**config.mk**
```make
export PLATFORM = sky130hd
export DESIGN_NAME = binary_tree_order_walk_top
export DESIGN_NICKNAME = d
export VERILOG_FILES = /design/src/btow_pkg.sv /design/src/btow_ctrl.sv /design/src/btow_dp.sv /design/src/binary_tree_order_walk_top.sv
export SDC_FILE = /design/constraint.sdc
export NUM_CORES = 1
export LEC_CHECK = 0
export BUFFER_PORTS_ARGS = -buffer_cell sky130_fd_sc_hd__clkbuf_2
export CORE_ASPECT_RATIO = 0.5
export CORE_MARGIN = 2
export CORE_UTILIZATION = 55
export CTS_BUF_LIST = sky130_fd_sc_hd__clkbuf_8
export CTS_CLUSTER_DIAMETER = 120
export DETAILED_ROUTE_END_ITERATION = 16
export GPL_ROUTABILITY_DRIVEN = 0
export MAX_ROUTING_LAYER = met4
export PLACE_DENSITY = 0.68
export SYNTH_ARGS = -nofsm -noshare
export SYNTH_HDL_FRONTEND = slang
export SYNTH_HIERARCHICAL = 1
export SYNTH_SLANG_ARGS = --single-unit
export TNS_END_PERCENT = 1
```
**constraint.sdc**
```tcl
create_clock -name clk -period 7.6 [get_ports clk]
set_clock_uncertainty 0.15 [all_clocks]
set_input_delay 1.52 -clock clk [delete_from_list [all_inputs] [get_ports clk]]
set_output_delay 1.52 -clock clk [all_outputs]
set_load 0.05 [all_outputs]
```
**src/btow_pkg.sv**
```systemverilog
`timescale 1ns / 1ps
// types and constants shared by the binary tree order walk modules
package btow_pkg;

	localparam int IDX_W   = 5;
	localparam int LINK_W  = 6;
	localparam int PHASE_W = 2;
	localparam int FRAME_W = 7;
	localparam int CNT_W   = 6;

	localparam logic [CNT_W-1:0] MAX_RESULTS = 6'd32;

	localparam logic OP_LOAD = 1'b0;
	localparam logic OP_WALK = 1'b1;

	localparam logic [PHASE_W-1:0] PHASE_LEFT  = 2'd0;
	localparam logic [PHASE_W-1:0] PHASE_RIGHT = 2'd1;
	localparam logic [PHASE_W-1:0] PHASE_DONE  = 2'd2;

	localparam logic [PHASE_W-1:0] ORDER_PRE  = 2'd0;
	localparam logic [PHASE_W-1:0] ORDER_IN   = 2'd1;
	localparam logic [PHASE_W-1:0] ORDER_POST = 2'd2;
	localparam logic [PHASE_W-1:0] ORDER_NONE = 2'd3;

	typedef struct packed {
		logic               op;
		logic [IDX_W-1:0]   node_index;
		logic               left_present;
		logic [IDX_W-1:0]   left_index;
		logic               right_present;
		logic [IDX_W-1:0]   right_index;
		logic [PHASE_W-1:0] walk_order;
	} in_item_t;

	typedef struct packed {
		logic [IDX_W-1:0] visited_node;
		logic             last;
		logic             overflow;
	} out_item_t;

	// controller to datapath
	typedef struct packed {
		logic load_wr;
		logic walk_start;
		logic link_rd;
		logic visit;
		logic push;
		logic adv_phase;
		logic pop_rd;
		logic pop_load;
		logic set_stop;
		logic fin_emit;
	} cmd_t;

	// datapath to controller
	typedef struct packed {
		logic               phase_match;
		logic               count_full;
		logic               pend_valid;
		logic               out_free;
		logic               has_child;
		logic               stack_full;
		logic               last_frame;
		logic [PHASE_W-1:0] top_phase;
	} status_t;

endpackage

```
**src/btow_ctrl.sv**
```systemverilog
`timescale 1ns / 1ps
// walk controller state machine
module btow_ctrl (
	input  logic              clk,
	input  logic              arst_n,
	input  logic              in_valid,
	output logic              in_ready,
	input  btow_pkg::in_item_t in_data,
	input  btow_pkg::status_t  status,
	output btow_pkg::cmd_t     cmd
);
	import btow_pkg::*;

	localparam logic [2:0] ST_IDLE   = 3'd0;
	localparam logic [2:0] ST_READ   = 3'd1;
	localparam logic [2:0] ST_EVAL   = 3'd2;
	localparam logic [2:0] ST_POP    = 3'd3;
	localparam logic [2:0] ST_FINISH = 3'd4;

	logic [2:0] state_q;
	logic [2:0] state_next;

	assign in_ready = (state_q == ST_IDLE);

	always_comb begin
		cmd        = '0;
		state_next = state_q;
		unique case (state_q)
			ST_IDLE: begin
				if (in_valid) begin
					if (in_data.op == OP_LOAD) begin
						cmd.load_wr = 1'b1;
					end else if (in_data.walk_order != ORDER_NONE) begin
						cmd.walk_start = 1'b1;
						state_next     = ST_READ;
					end
				end
			end
			ST_READ: begin
				cmd.link_rd = 1'b1;
				state_next  = ST_EVAL;
			end
			ST_EVAL: begin
				priority if (status.phase_match && status.count_full) begin
					cmd.set_stop = 1'b1;
					state_next   = ST_FINISH;
				end else if (status.phase_match && status.pend_valid && !status.out_free) begin
					// wait for the output register to drain
					state_next = ST_EVAL;
				end else begin
					cmd.visit = status.phase_match;
					if (status.top_phase == PHASE_LEFT || status.top_phase == PHASE_RIGHT) begin
						if (status.has_child) begin
							if (status.stack_full) begin
								cmd.set_stop = 1'b1;
								state_next   = ST_FINISH;
							end else begin
								cmd.push   = 1'b1;
								state_next = ST_READ;
							end
						end else begin
							cmd.adv_phase = 1'b1;
						end
					end else begin
						if (status.last_frame) begin
							state_next = ST_FINISH;
						end else begin
							cmd.pop_rd = 1'b1;
							state_next = ST_POP;
						end
					end
				end
			end
			ST_POP: begin
				cmd.pop_load = 1'b1;
				state_next   = ST_READ;
			end
			ST_FINISH: begin
				if (status.out_free) begin
					cmd.fin_emit = 1'b1;
					state_next   = ST_IDLE;
				end
			end
			default: begin
				state_next = ST_IDLE;
			end
		endcase
	end

	always_ff @(posedge clk or negedge arst_n) begin
		if (!arst_n) begin
			state_q <= ST_IDLE;
		end else begin
			state_q <= state_next;
		end
	end

endmodule

```
**src/btow_dp.sv**
```systemverilog
`timescale 1ns / 1ps
// link tables, frame stack, top frame and output register
module btow_dp #(
	parameter int NODES = 32
) (
	input  logic                clk,
	input  logic                arst_n,
	input  btow_pkg::in_item_t  in_data,
	input  btow_pkg::cmd_t      cmd,
	output btow_pkg::status_t   status,
	output logic                out_valid,
	input  logic                out_ready,
	output btow_pkg::out_item_t out_data
);
	import btow_pkg::*;

	localparam int AW = $clog2(NODES);
	localparam int DW = $clog2(NODES + 1);

	logic [LINK_W-1:0]  left_mem  [NODES];
	logic [LINK_W-1:0]  right_mem [NODES];
	logic [FRAME_W-1:0] stack_mem [NODES];

	logic [LINK_W-1:0]  left_rd_q;
	logic [LINK_W-1:0]  right_rd_q;
	logic [FRAME_W-1:0] stack_rd_q;

	logic [IDX_W-1:0]   top_node_q;
	logic [PHASE_W-1:0] top_phase_q;
	logic [PHASE_W-1:0] order_q;
	logic [IDX_W-1:0]   pend_node_q;
	logic               pend_valid_q;
	logic [DW-1:0]      depth_q;
	logic [CNT_W-1:0]   count_q;
	logic               stopped_q;
	logic               out_valid_q;
	out_item_t          out_data_q;

	logic              load_in_range;
	logic [DW-1:0]     depth_m1;
	logic [DW-1:0]     depth_m2;
	logic [LINK_W-1:0] sel_link;
	logic              out_free;
	logic              out_load;

	assign load_in_range = (32'(in_data.node_index) < NODES);
	assign depth_m1      = depth_q - DW'(1);
	assign depth_m2      = depth_q - DW'(2);
	assign sel_link      = (top_phase_q == PHASE_LEFT) ? left_rd_q : right_rd_q;
	assign out_free      = !out_valid_q || out_ready;
	assign out_load      = (cmd.visit && pend_valid_q) || cmd.fin_emit;

	// memories with registered reads
	always_ff @(posedge clk) begin
		if (cmd.load_wr && load_in_range) begin
			left_mem[AW'(in_data.node_index)]  <= {in_data.left_present, in_data.left_index};
			right_mem[AW'(in_data.node_index)] <= {in_data.right_present, in_data.right_index};
		end
		if (cmd.link_rd) begin
			left_rd_q  <= left_mem[AW'(top_node_q)];
			right_rd_q <= right_mem[AW'(top_node_q)];
		end
		if (cmd.push) begin
			stack_mem[depth_m1[AW-1:0]] <= {top_phase_q + 2'd1, top_node_q};
		end
		if (cmd.pop_rd) begin
			stack_rd_q <= stack_mem[depth_m2[AW-1:0]];
		end
	end

	// top frame, pending visit and output payload
	always_ff @(posedge clk) begin
		if (cmd.walk_start) begin
			order_q     <= in_data.walk_order;
			top_node_q  <= '0;
			top_phase_q <= PHASE_LEFT;
		end else if (cmd.push) begin
			top_node_q  <= sel_link[IDX_W-1:0];
			top_phase_q <= PHASE_LEFT;
		end else if (cmd.adv_phase) begin
			top_phase_q <= top_phase_q + 2'd1;
		end else if (cmd.pop_load) begin
			top_phase_q <= stack_rd_q[FRAME_W-1:IDX_W];
			top_node_q  <= stack_rd_q[IDX_W-1:0];
		end
		if (cmd.visit) begin
			pend_node_q <= top_node_q;
		end
		if (cmd.fin_emit) begin
			if (pend_valid_q) begin
				out_data_q <= '{visited_node: pend_node_q, last: 1'b1, overflow: stopped_q};
			end else begin
				out_data_q <= '{visited_node: '0, last: 1'b1, overflow: 1'b1};
			end
		end else if (cmd.visit && pend_valid_q) begin
			out_data_q <= '{visited_node: pend_node_q, last: 1'b0, overflow: 1'b0};
		end
	end

	always_ff @(posedge clk or negedge arst_n) begin
		if (!arst_n) begin
			depth_q      <= '0;
			count_q      <= '0;
			pend_valid_q <= 1'b0;
			stopped_q    <= 1'b0;
			out_valid_q  <= 1'b0;
		end else begin
			if (cmd.walk_start) begin
				depth_q      <= DW'(1);
				count_q      <= '0;
				pend_valid_q <= 1'b0;
				stopped_q    <= 1'b0;
			end else begin
				if (cmd.fin_emit) begin
					depth_q <= '0;
				end else if (cmd.push) begin
					depth_q <= depth_q + DW'(1);
				end else if (cmd.pop_rd) begin
					depth_q <= depth_m1;
				end
				if (cmd.visit) begin
					count_q <= count_q + CNT_W'(1);
				end
				if (cmd.fin_emit) begin
					pend_valid_q <= 1'b0;
				end else if (cmd.visit) begin
					pend_valid_q <= 1'b1;
				end
				if (cmd.set_stop) begin
					stopped_q <= 1'b1;
				end
			end
			if (out_load) begin
				out_valid_q <= 1'b1;
			end else if (out_ready) begin
				out_valid_q <= 1'b0;
			end
		end
	end

	assign status.phase_match = (top_phase_q == order_q);
	assign status.count_full  = (count_q >= MAX_RESULTS);
	assign status.pend_valid  = pend_valid_q;
	assign status.out_free    = out_free;
	assign status.has_child   = sel_link[LINK_W-1] && (32'(sel_link[IDX_W-1:0]) < NODES);
	assign status.stack_full  = (32'(depth_q) >= NODES);
	assign status.last_frame  = (depth_q == DW'(1));
	assign status.top_phase   = top_phase_q;

	assign out_valid = out_valid_q;
	assign out_data  = out_data_q;

`ifndef SYNTHESIS
	a_depth_bound: assert property (@(posedge clk) disable iff (!arst_n)
		32'(depth_q) <= NODES)
		else $error("stack depth above node count");
	a_count_bound: assert property (@(posedge clk) disable iff (!arst_n)
		count_q <= MAX_RESULTS)
		else $error("visit count above result limit");
	a_push_room: assert property (@(posedge clk) disable iff (!arst_n)
		cmd.push |-> (32'(depth_q) < NODES))
		else $error("push onto a full stack");
	a_out_no_clobber: assert property (@(posedge clk) disable iff (!arst_n)
		out_load |-> out_free)
		else $error("output register overwritten while held");
	a_depth_zero_after_finish: assert property (@(posedge clk) disable iff (!arst_n)
		cmd.fin_emit |=> (depth_q == '0) && !pend_valid_q)
		else $error("walk did not unwind");
`endif

endmodule

```
**src/binary_tree_order_walk_top.sv**
```systemverilog
`timescale 1ns / 1ps
// binary tree order walk: child-link table load and pre/in/post-order walk
// usage:
//   in_valid/in_ready carry one input transaction. op = load writes the left
//   and right links of node_index and produces nothing. op = walk
//   walks from node 0 in the order given by walk_order and returns one output
//   transaction per visited node on out_valid/out_ready; the last one has
//   last = 1, and overflow = 1 on it when the walk stopped early (stack full
//   or more than 32 visits). walk_order 3 produces nothing.
// sequencing:
//   a walk steps each reachable node through its left, right and done
//   phases, with a registered read of the link tables each time the walk
//   moves to another node and of the frame stack on each pop. a visit
//   leaves the block once the next visit or the end of the walk is known.
//   in_ready is high only between walks, so one item is in work at a time.
// reset:
//   arst_n clears the controller, stack depth and output valid; link entries
//   hold nothing until loaded and are not cleared.
// stalls:
//   when out_ready is low with a result held, the walk holds at the next visit
//   or at its end until the output register drains; no result is dropped.
module binary_tree_order_walk_top #(
	parameter int NODES = 32
) (
	input  logic                clk,
	input  logic                arst_n,
	input  logic                in_valid,
	output logic                in_ready,
	input  btow_pkg::in_item_t  in_data,
	output logic                out_valid,
	input  logic                out_ready,
	output btow_pkg::out_item_t out_data
);
	import btow_pkg::*;

	cmd_t    cmd;
	status_t status;

	btow_ctrl u_ctrl (
		.clk      (clk),
		.arst_n   (arst_n),
		.in_valid (in_valid),
		.in_ready (in_ready),
		.in_data  (in_data),
		.status   (status),
		.cmd      (cmd)
	);

	btow_dp #(
		.NODES (NODES)
	) u_dp (
		.clk       (clk),
		.arst_n    (arst_n),
		.in_data   (in_data),
		.cmd       (cmd),
		.status    (status),
		.out_valid (out_valid),
		.out_ready (out_ready),
		.out_data  (out_data)
	);

endmodule
```
# After elaboration in Yosys (flattened, before gate mapping)
# Memory sizes are Yosys's and may differ from the RTL's. A register that Yosys moved wholly into a read port is not among the register bits.
# Cells that the tools add are included.
op_classes:
  muxes: 61
  n_lt_le_gt_ge: 2
  addsub: 5
  mul: 0
  shift: 0
  n_div: 0
  bitwise_logic: 0
  reduce_logical: 22
  n_eq_ne: 14
ops:
  columns: ["operator", "n"]
  rows:
  - ["$mux W6", 7]
  - ["$mux W3", 10]
  - ["$mux W1", 29]
  - ["$mux W7", 3]
  - ["$mux W5", 3]
  - ["$pmux W3 S5", 1]
  - ["$add A6 B1 Y6 const B", 2]
  - ["$ge A6 B6 Y1 const B", 2]
  - ["$mux W4", 3]
  - ["$reduce_bool A2 Y1", 6]
  - ["$mux W2", 5]
  - ["$ne A2 B1 Y1 const B", 4]
  - ["$eq A3 B2 Y1 const B", 2]
  - ["$eq A6 B1 Y1 const B", 1]
  - ["$sub A6 B1 Y6 const B", 1]
  - ["$ne A5 B2 Y1 const B", 1]
  - ["$reduce_and A5 Y1", 1]
  - ["$sub A5 B2 Y5 const B", 1]
  - ["$logic_and A1 B1 Y1", 4]
  - ["$ne A2 B2 Y1 const B", 2]
  - ["$reduce_bool A4 Y1", 1]
  - ["$eq A3 B1 Y1 const B", 1]
  - ["$eq A3 B3 Y1 const B", 1]
  - ["$logic_not A3 Y1", 1]
  - ["other kinds (9)", 12]
totals:
  ramBits: 608
  out_inout_bits: 9
  ff_bits: 39
  latchBits: 0
  rom_bits: 0
  memories: 3
memory_table:
  columns: ["name", "depth", "width", "rd", "rd_ports_with_merged_regs", "wr", "line_no", "rtl"]
  rows:
  - ["u_dp.stack_mem", 32, 7, 1, 1, 1, "btow_dp.sv:22", "logic [FRAME_W-1:0] stack_mem [NODES];"]
  - ["u_dp.left_mem", 32, 6, 1, 1, 1, "btow_dp.sv:20", "logic [LINK_W-1:0] left_mem [NODES];"]
  - ["u_dp.right_mem", 32, 6, 1, 1, 1, "btow_dp.sv:21", "logic [LINK_W-1:0] right_mem [NODES];"]

# Depth between registers and ports, before layout
# Gate-level depths: netlist of run 1.
depth:
  ltp_word: 11
  depth_mapped: 12

# By module
# The synthesis of run 1 kept the hierarchy.
by_module_without_submodules:
  columns: ["mod", "cells_per_inst", "seq_area_each_um2", "instances", "area_per_inst_um2"]
  rows:
  - ["btow_dp", 1517, 19764.0, 1, 26479.1]
  - ["btow_ctrl", 40, 75.1, 1, 309.0]

# Worst setup path before layout of run 1
# No wires, ideal clock.
synth_path:
  kind: "reg2reg"
  startpoint: "reg u_ctrl.state_q[0]"
  endpoint: "mem u_dp.left_mem[0][0] (enable)"
  n_path_buf: 1
  t_required_ps: 7070
  setup_time_ps: 380
  arrival_ps: 3164
  path_slack_ps: 3906
  stages_incl_launch_ff: 6
  path_cell_list: "dfrtp_1 > nor3_1 > and3b_1 > or3b_2 > clkbuf_1 > nor2_1"
synth_lines:
  columns: ["element", "line_no", "rtl"]
  rows:
  - ["from (decl)", "btow_ctrl.sv:20", "logic [2:0] state_q;"]
  - ["from (signal assigned)", "btow_ctrl.sv:94", "state_q <= state_next;"]
  - ["to (decl)", "btow_dp.sv:20", null]

# Worst setup path in the final report of run 1
layout_path:
  startpoint: "reg u_dp.depth_q[1]"
  endpoint: "reg u_dp.stack_rd_q[1], read port of u_dp.stack_mem, data pin"
layout_between:
  elab_chain_cells: 6
layout_rtl:
  columns: ["element", "line_no", "rtl"]
  rows:
  - ["from (decl)", "btow_dp.sv:33", "logic [DW-1:0] depth_q;"]
  - ["from (signal assigned)", "btow_dp.sv:117", "depth_q <= depth_q + DW'(1);"]
  - ["from (signal assigned)", "btow_dp.sv:119", "depth_q <= depth_m1;"]
  - ["$eq A6 B1 Y1", "btow_dp.sv:147", "assign status.last_frame = (depth_q == DW'(1));"]
  - ["$mux W1", "btow_ctrl.sv:65", "if (status.last_frame) begin"]
  - ["$mux W1", "btow_ctrl.sv:52", "if (status.top_phase == PHASE_LEFT || status.top_phase == PHASE_RIGHT) begin"]
  - ["$mux W4", "btow_ctrl.sv:47", "end else if (status.phase_match && status.pend_valid && !status.out_free) begin"]
  - ["$mux W4", "btow_ctrl.sv:44", "priority if (status.phase_match && status.count_full) begin"]
  - ["$mux W4", "btow_ctrl.sv:28", "unique case (state_q)"]
  - ["to (decl)", "btow_dp.sv:26", "logic [FRAME_W-1:0] stack_rd_q;"]
# Parallel ways exist; a longest one is shown, timed or not.
# A chain may end at the register's enable or synchronous reset.

==> impl_metrics.env, run 1 <==
export IMPL_overflow=0
export IMPL_initial_core_util_pct=55.5
export IMPL_cts_root_buf="clkbuf_8"
export IMPL_routed_wl_mm=57.7
export IMPL_cts_resized_gates=0
export IMPL_switchingPower_mw=3.25
export IMPL_cts_buffer_depth=3
export IMPL_ir_worst_vdd_v=0.000211
export IMPL_worst_slew_pin_slew_ns=1.31
export IMPL_htree_levels=3
export IMPL_cp_arrival_ns=4.52
export IMPL_ys_ff_latch=666
export IMPL_synthDistinctLibCells=66
export IMPL_hold_path_class="reg2reg"
export IMPL_syn_area_sq_um=26800
export IMPL_p_per_area_nw_per_um2=341
export IMPL_grt_start_max_net_pins=100
export IMPL_p_seq_share_pct=46.0
export IMPL_finalCritPeriodShare_pct=56.0
export IMPL_die_w_um=316
export IMPL_holdCritStartpoint="u_dp/pend_node_q[0]$_DFFE_PP_"
export IMPL_cts_buffers=90
export IMPL_worst_skew_pair_late_latency_ns=0.68
export IMPL_crit_path_start="u_dp/depth_q[1]$_DFFE_PN0P_"
export IMPL_synth_warnings=6
export IMPL_p_sw_share_pct=32.7
export IMPL_grt_pass1_vias=14195
export IMPL_maxCapViolations=0
export IMPL_p_comb_share_pct=28.1
export IMPL_grt_util_all_layers_pct=23.8
export IMPL_synth_flop_cell="edfxtp_1"
export IMPL_grt_first_pass_wirelength_mm=86.6
export IMPL_clkPwrFrac_pct=26.0
export IMPL_worst_setup_path_end_kind="flip-flop"
export IMPL_max_freq_mhz=235
export IMPL_yosys_top_cells_area="edfxtp_1, mux2i_1, a22oi_1, mux4_2, dfrtp_1"
export IMPL_r2r_start="u_dp/depth_q[1]$_DFFE_PN0P_"
export IMPL_cts_sinks=666
export IMPL_die_h_um=160
export IMPL_vias=14183
export IMPL_dr_pass1_iters=6
export IMPL_layout_min_cycle_time_ns=4.26
export IMPL_rsz0062_at_grt="false"
export IMPL_dp_hpwl_mm=35.2
export IMPL_p_int_mw=6.69
export IMPL_startpoint_type="flip-flop"
export IMPL_leakagePower_nw=9.68
export IMPL_port_buffers=32
export IMPL_yosysTopAreaCell="edfxtp_1"
export IMPL_syn_nets=1593
export IMPL_cts_clk_slew_worst_paths_ns=0.07
export IMPL_synth_edf_count=641
export IMPL_hold_viol=0
export IMPL_async_reset_ff_share_pct=2.70
export IMPL_final_layout_size_suffix_gt1_share_pct=13.6
export IMPL_synth_cells=1557
export IMPL_io_pins=33
export IMPL_vias_per_cell=6.06
export IMPL_worst_setup_path_type="reg2reg"
export IMPL_yosysSeqAreaShare_pct=74.1
export IMPL_total_power_mw=9.94
export IMPL_area_delta_synth_final_pct=8.92
export IMPL_tns_ns=0
export IMPL_antenna_found_initial=1
export IMPL_finalSetupViolations=0
export IMPL_wl_per_cell_um=24.6
export IMPL_drt_iter0_markers=1351
export IMPL_nets=1649
export IMPL_report_final_slew_viol_count=0
export IMPL_tritoncts="done"
export IMPL_core_rowCount=57
export IMPL_cts_setup_buffers=0
export IMPL_drc=0
export IMPL_synth_top_area_share_pct=71.9
export IMPL_path_max_fanout=32
export IMPL_avgSynthCellArea_sq_um=17.2
export IMPL_core_sq_um=48300
export IMPL_cp_required_ns=7.86
export IMPL_status="finished, final reports clean"
export IMPL_die_area_sq_um=50600
export IMPL_slew_headroom_pct=12.1
export IMPL_postCtsHoldBufs=0
export IMPL_ant_nets=0
## synthesized netlist by cell type (2+ instances only)
master     instances
nor3_2             7
xor2_1             6
buf_4              3
ha_1              12
inv_1             11
o21bai_1           2
xnor2_1            7
and2_1            11
o22ai_1            2
o21ai_0            3
a21oi_1           27
clkbuf_1          34
buf_1              4
buf_2             33
nor3_1            28
a22oi_1           85
edfxtp_1         641
or3b_2             3
buf_12             3
a221oi_2          10
and4_1             2
a211oi_1           5
and3b_1            3
nor2b_1            7
nand2_1           46
nand4_1           15
nand3b_1           6
nor2_1            98
o2bb2ai_1          2
mux4_2            28
a22o_1            14
inv_2              2
nand3_1           55
buf_6              7
mux2i_1          263
or3_1              2
a32o_1             7
a221oi_1           5
nor4_1             2
dfrtp_1           18
dfxtp_1            7
nand2b_1           7
## registers in the layout (all words and copies together), names as in the netlist
register and cells:
u_dp/right_mem 192, u_dp/stack_rd_q 7, u_dp/count_q 6, u_dp/top_node_q 5, u_dp/left_rd_q 6, u_dp/top_phase_q 2
u_dp/left_mem 192, u_dp/right_rd_q 6, u_dp/pend_valid_q 1, u_dp/out_valid 1, u_dp/stack_mem 224, u_dp/depth_q 6
u_dp/pend_node_q 5, u_dp/stopped_q 1, u_dp/out_data 7, u_ctrl/state_q 3, u_dp/order_q 2
## per-stage QoR
stage	hold slack, ns	utilization, %	setup slack [ns]	instance area [sq um]	std cells
4_1_cts	0.361	60.4	3.39	29200	2338
3_3_place_gp	0.339	56.9	3.57	27500	2170
2_1_floorplan	0.316	-	3.91	26800	1557
3_5_place_dp	0.346	56.9	3.42	27500	2170
6_report	0.373	60.4	3.34	29200	2339
5_1_grt	0.397	60.4	3.06	29200	2339
## power by group through the flow
stage               Sequential (mW)  Clock, mW  Combinational [mW]
finish                         4.57       2.58                2.79
global route                   4.59       2.80                2.98
CTS                            4.57       2.63                2.78
detailed placement             4.65          0                2.77
global placement               4.64          0                2.73
floorplan                      4.59          0                2.04
## cells in the final DEF (no fill, tap or decap), drive strengths merged, types with 16 or more instances in the layout
cell	count
a21oi	28
clkbuf	125
mux4	28
dfrtp	18
nand2	46
inv	42
nand3	55
nor2	98
edfxtp	641
a22oi	85
nor3	35
clkinv	41
buf	16
mux2i	263
## critical path, stage by stage (launching register included)
cell      delay, ns
dfrtp_1        0.73
inv_2          0.35
ha_1           1.24
nor2b_1        0.83
a22o_1         0.23
a221oi_1       0.05
nor3_1         0.33
nor3_2         0.09
## worst paths after layout
check	to	slack (ns)	cells after the start
max	u_dp/stack_rd_q[1]$_DFFE_PP_	3.34	7
min	u_dp/out_data[2]$_DFFE_PP_	0.37	1
max reg2reg	u_dp/stack_rd_q[1]$_DFFE_PP_	3.34	7
min reg2reg	u_dp/out_data[2]$_DFFE_PP_	0.37	1
max in group asynchronous	u_dp/depth_q[0]$_DFFE_PN0P_	6.23	1
min in group asynchronous	u_dp/stopped_q$_DFFE_PN0P_	0.68	1
## logic make-up (layout without fill, tap and decap cells)
kind of cell	after synthesis	count (layout)	share of synthesized area [%]
other cells	0	1	0
fa+ha+maj	12	12	0.560
xor+xnor	14	14	0.486
simple gates	298	298	5.50
flops	666	666	74.1
mux	292	292	12.2
buf+inv	98	230	1.95
compound gates	177	177	5.23
## per-layer routing
layer	routed length (um)	global-route usage [%]	up-vias
li1	-	-	6307
met1	24300	31.5	7259
met2	28500	37.9	529
met3	3730	4.39	88
met4	1200	6.87	0
met5	0	-	-
## cell type report
cell class	count	area (sq um)
Sequential cell	666	19800
Fill cell	3464	19100
Multi-Input combinational cell	793	6460
Clock buffer	93	1280
Tap cell	649	812
Clock inverter	75	429
Timing Repair Buffer	48	293
Inverter	14	52.6
Antenna cell	1	2.50
(Power assumes the default switching activity.)
==> run 2, diff against run 1 <==
Settings changed: ABC_AREA from default to 1.
Clock period 7.6 ns to 4.2 ns, I/O delays scaled along.
==> run 2 against run 1 <==
Compared with the run above: count of clock-buffer cells in the layout increased by 2; highest routed layer unchanged; clock power increased by 78%; die area increased by 5.8%.
==> impl_metrics.env, run 2 <==
export IMPL_leakagePower_nw=12.1
export IMPL_largest_register_ffs=224
export IMPL_grt_start_max_net_pins=131
export IMPL_synth_edf_count=641
export IMPL_synth_warnings=6
export IMPL_drc=0
export IMPL_report_final_slew_viol_count=0
export IMPL_yosys_top_cells_area="edfxtp_1, nand2_1, nand3_1, inv_1, dfrtp_1"
export IMPL_overflow=0
export IMPL_hold_viol=0
export IMPL_async_reset_ff_share_pct=2.70
export IMPL_startpoint_type="flip-flop"
export IMPL_dp_hpwl_mm=37.2
export IMPL_yosysTopAreaCell="edfxtp_1"
export IMPL_status="finished, final reports clean"
export IMPL_p_per_area_nw_per_um2=648
export IMPL_grt_pass1_vias=17768
export IMPL_nets=2686
export IMPL_hold_path_class="in2async"
export IMPL_p_int_mw=12.1
export IMPL_cts_buffer_depth=3
export IMPL_max_freq_mhz=275
export IMPL_p_comb_share_pct=34.9
export IMPL_max_stage_delay_ns=0.89
export IMPL_cts_buffers=91
export IMPL_worst_skew_pair_late_latency_ns=0.65
export IMPL_rrSetupSlack_ns=0.57
export IMPL_yosysMostFrequentCell="nand2_1"
export IMPL_drt_iter0_markers=2108
export IMPL_area_delta_synth_final_pct=8.14
export IMPL_cp_arrival_ns=3.75
export IMPL_slew_headroom_pct=22.6
export IMPL_p_seq_share_pct=42.0
export IMPL_fin_util_pct=60.6
export IMPL_synth_commonest_cells="nand2_1, edfxtp_1, nand3_1"
export IMPL_clkPwrFrac_pct=23.1
export IMPL_io_pins=33
export IMPL_finalSetupViolations=0
export IMPL_ir_worst_vdd_v=0.000459
export IMPL_tns_ns=0
export IMPL_reg2reg_depth=5
export IMPL_r2r_start="u_dp/depth_q[0]$_DFFE_PN0P_"
export IMPL_final_cell_mix="nand2_1, edfxtp_1, nand3_1, inv_1, nor2_1"
export IMPL_cts_setup_buffers=0
export IMPL_worst_path_buf_inv=2
export IMPL_avgSynthCellArea_sq_um=10.9
export IMPL_final_common_cell="nand2_1"
export IMPL_die_area_sq_um=53500
export IMPL_switchingPower_mw=7.78
export IMPL_tritoncts="done"
export IMPL_diodes=0
export IMPL_final_layout_size_suffix_gt1_share_pct=8.50
export IMPL_total_power_mw=19.9
export IMPL_cts_resized_gates=0
export IMPL_synth_cells=2604
export IMPL_wl_per_cell_um=19.5
export IMPL_die_h_um=165
export IMPL_syn_area_sq_um=28400
export IMPL_die_w_um=325
export IMPL_cts_clk_slew_worst_paths_ns=0.07
export IMPL_rsz0062_at_grt="false"
export IMPL_setup_slack_ns=0.568
export IMPL_cp_cell_sequence="clkinv_2, buf_4, ha_1, nand2_1, nor2_1"
export IMPL_grt_first_pass_wirelength_mm=102
export IMPL_synth_top_area_share_pct=67.9
export IMPL_vias_per_cell=5.51
export IMPL_core_rowCount=58
export IMPL_postCtsHoldBufs=0
export IMPL_cp_required_ns=4.32
export IMPL_crit_slowest_cell="buf_4"
export IMPL_crit_family="simple AND/OR/NAND/NOR gates"
export IMPL_worst_setup_path_type="reg2reg"
export IMPL_maxCapViolations=0
export IMPL_path_max_fanout=116
export IMPL_yosysSeqAreaShare_pct=69.9
export IMPL_dr_pass1_iters=7
export IMPL_initial_core_util_pct=56.1
export IMPL_finalCritPeriodShare_pct=86.5
export IMPL_cts_root_buf="clkbuf_8"
export IMPL_pre_cts_ws_ns=0.618
export IMPL_vias=18778
export IMPL_core_sq_um=50600
export IMPL_cts_sinks=666
export IMPL_regToRegEndpoint="u_dp/stack_mem[5][1]$_DFFE_PP_"
export IMPL_layout_min_cycle_time_ns=3.63
export IMPL_ant_nets=0
export IMPL_p_sw_share_pct=39.1
export IMPL_worst_setup_path_end_kind="flip-flop"
export IMPL_synthDistinctLibCells=35
export IMPL_antenna_found_initial=0
export IMPL_ys_ff_latch=666
export IMPL_htree_levels=3
export IMPL_port_buffers=32
export IMPL_synth_flop_cell="edfxtp_1"
export IMPL_worst_hold_slack_ns=0.0217
export IMPL_worst_slew_pin_slew_ns=1.16
export IMPL_syn_nets=2640
export IMPL_routed_wl_mm=66.5
export IMPL_grt_util_all_layers_pct=25.9
## run 2: cell types whose count changed in the layout (fill, tap and decap cells not counted), moves of 36 or more
cell,before,now
nand2_1,46,943
buf_4,15,51
mux2i_1,263,0
inv_1,37,216
nand3_1,55,466
a22oi_1,85,0
## run 2: power groups by stage
| stage | clock network [mW] | registers, mW | logic, mW |
|---|---|---|---|
| after floorplan | 0 | 8.36 | 5.03 |
| after global placement | 0 | 8.47 | 6.78 |
| after detailed placement | 0 | 8.48 | 6.86 |
| after CTS | 4.67 | 8.34 | 6.89 |
| after global routing | 4.96 | 8.38 | 7.68 |
| final | 4.59 | 8.35 | 6.93 |
## run 2: cell families after synthesis
group,share of synthesized area (%)
flops,69.9
simple gates,22.7
compound gates,0.935
fa+ha+maj,0.529
xor+xnor,0.366
buf+inv,5.57
## run 2: worst max-delay path by stage
stage                                      from                               to  slack [ns]  cells past startpoint
3_3_place_gp        u_dp/depth_q[0]$_DFFE_PN0P_  u_dp/stack_mem[25][4]$_DFFE_PP_        0.70                      5
5_1_grt             u_dp/depth_q[0]$_DFFE_PN0P_  u_dp/stack_mem[13][3]$_DFFE_PP_        0.39                      5
6_report            u_dp/depth_q[0]$_DFFE_PN0P_   u_dp/stack_mem[5][1]$_DFFE_PP_        0.57                      5
2_1_floorplan  u_dp/top_phase_q[0]$_SDFFE_PP0P_   u_dp/stack_mem[0][0]$_DFFE_PP_        1.15                     11
4_1_cts             u_dp/depth_q[0]$_DFFE_PN0P_  u_dp/stack_mem[13][2]$_DFFE_PP_        0.61                      5
3_5_place_dp        u_dp/depth_q[0]$_DFFE_PN0P_   u_dp/stack_mem[5][1]$_DFFE_PP_        0.62                      5
## run 2: routing by layer
| metal | vias up | share of wire, % | GRT usage (%) |
|---|---|---|---|
| li1 | 8857 | - | - |
| met1 | 9032 | 43 | 34.8 |
| met2 | 759 | 46 | 40.6 |
| met3 | 130 | 8.2 | 5.25 |
| met4 | 0 | 2.4 | 7.87 |
| met5 | - | 0 | - |
## run 2: worst reg2reg max path: cells and delay by family (launching register included)
kind | cells | cell delay, ns
adder cells (fa/ha/maj) | 1 | 0.32
buffers and inverters | 2 | 1.01
flip-flops | 1 | 0.72
AND/OR/NAND/NOR | 2 | 1.07
## run 2: final cells by class
| cell class | count | area, sq um |
|---|---|---|
| Tap cell | 690 | 863 |
| Fill cell | 4063 | 19900 |
| Multi-Input combinational cell | 1609 | 6950 |
| Clock inverter | 67 | 345 |
| Clock buffer | 95 | 1310 |
| Inverter | 196 | 743 |
| Sequential cell | 666 | 19900 |
| Timing Repair Buffer | 86 | 603 |
## run 2: metrics by stage
stage	area [sq um]	instances
finish	30700	3409
global route	30700	3409
CTS	30700	3409
detailed placement	29000	3247
global placement	29000	3247
floorplan	28400	2604
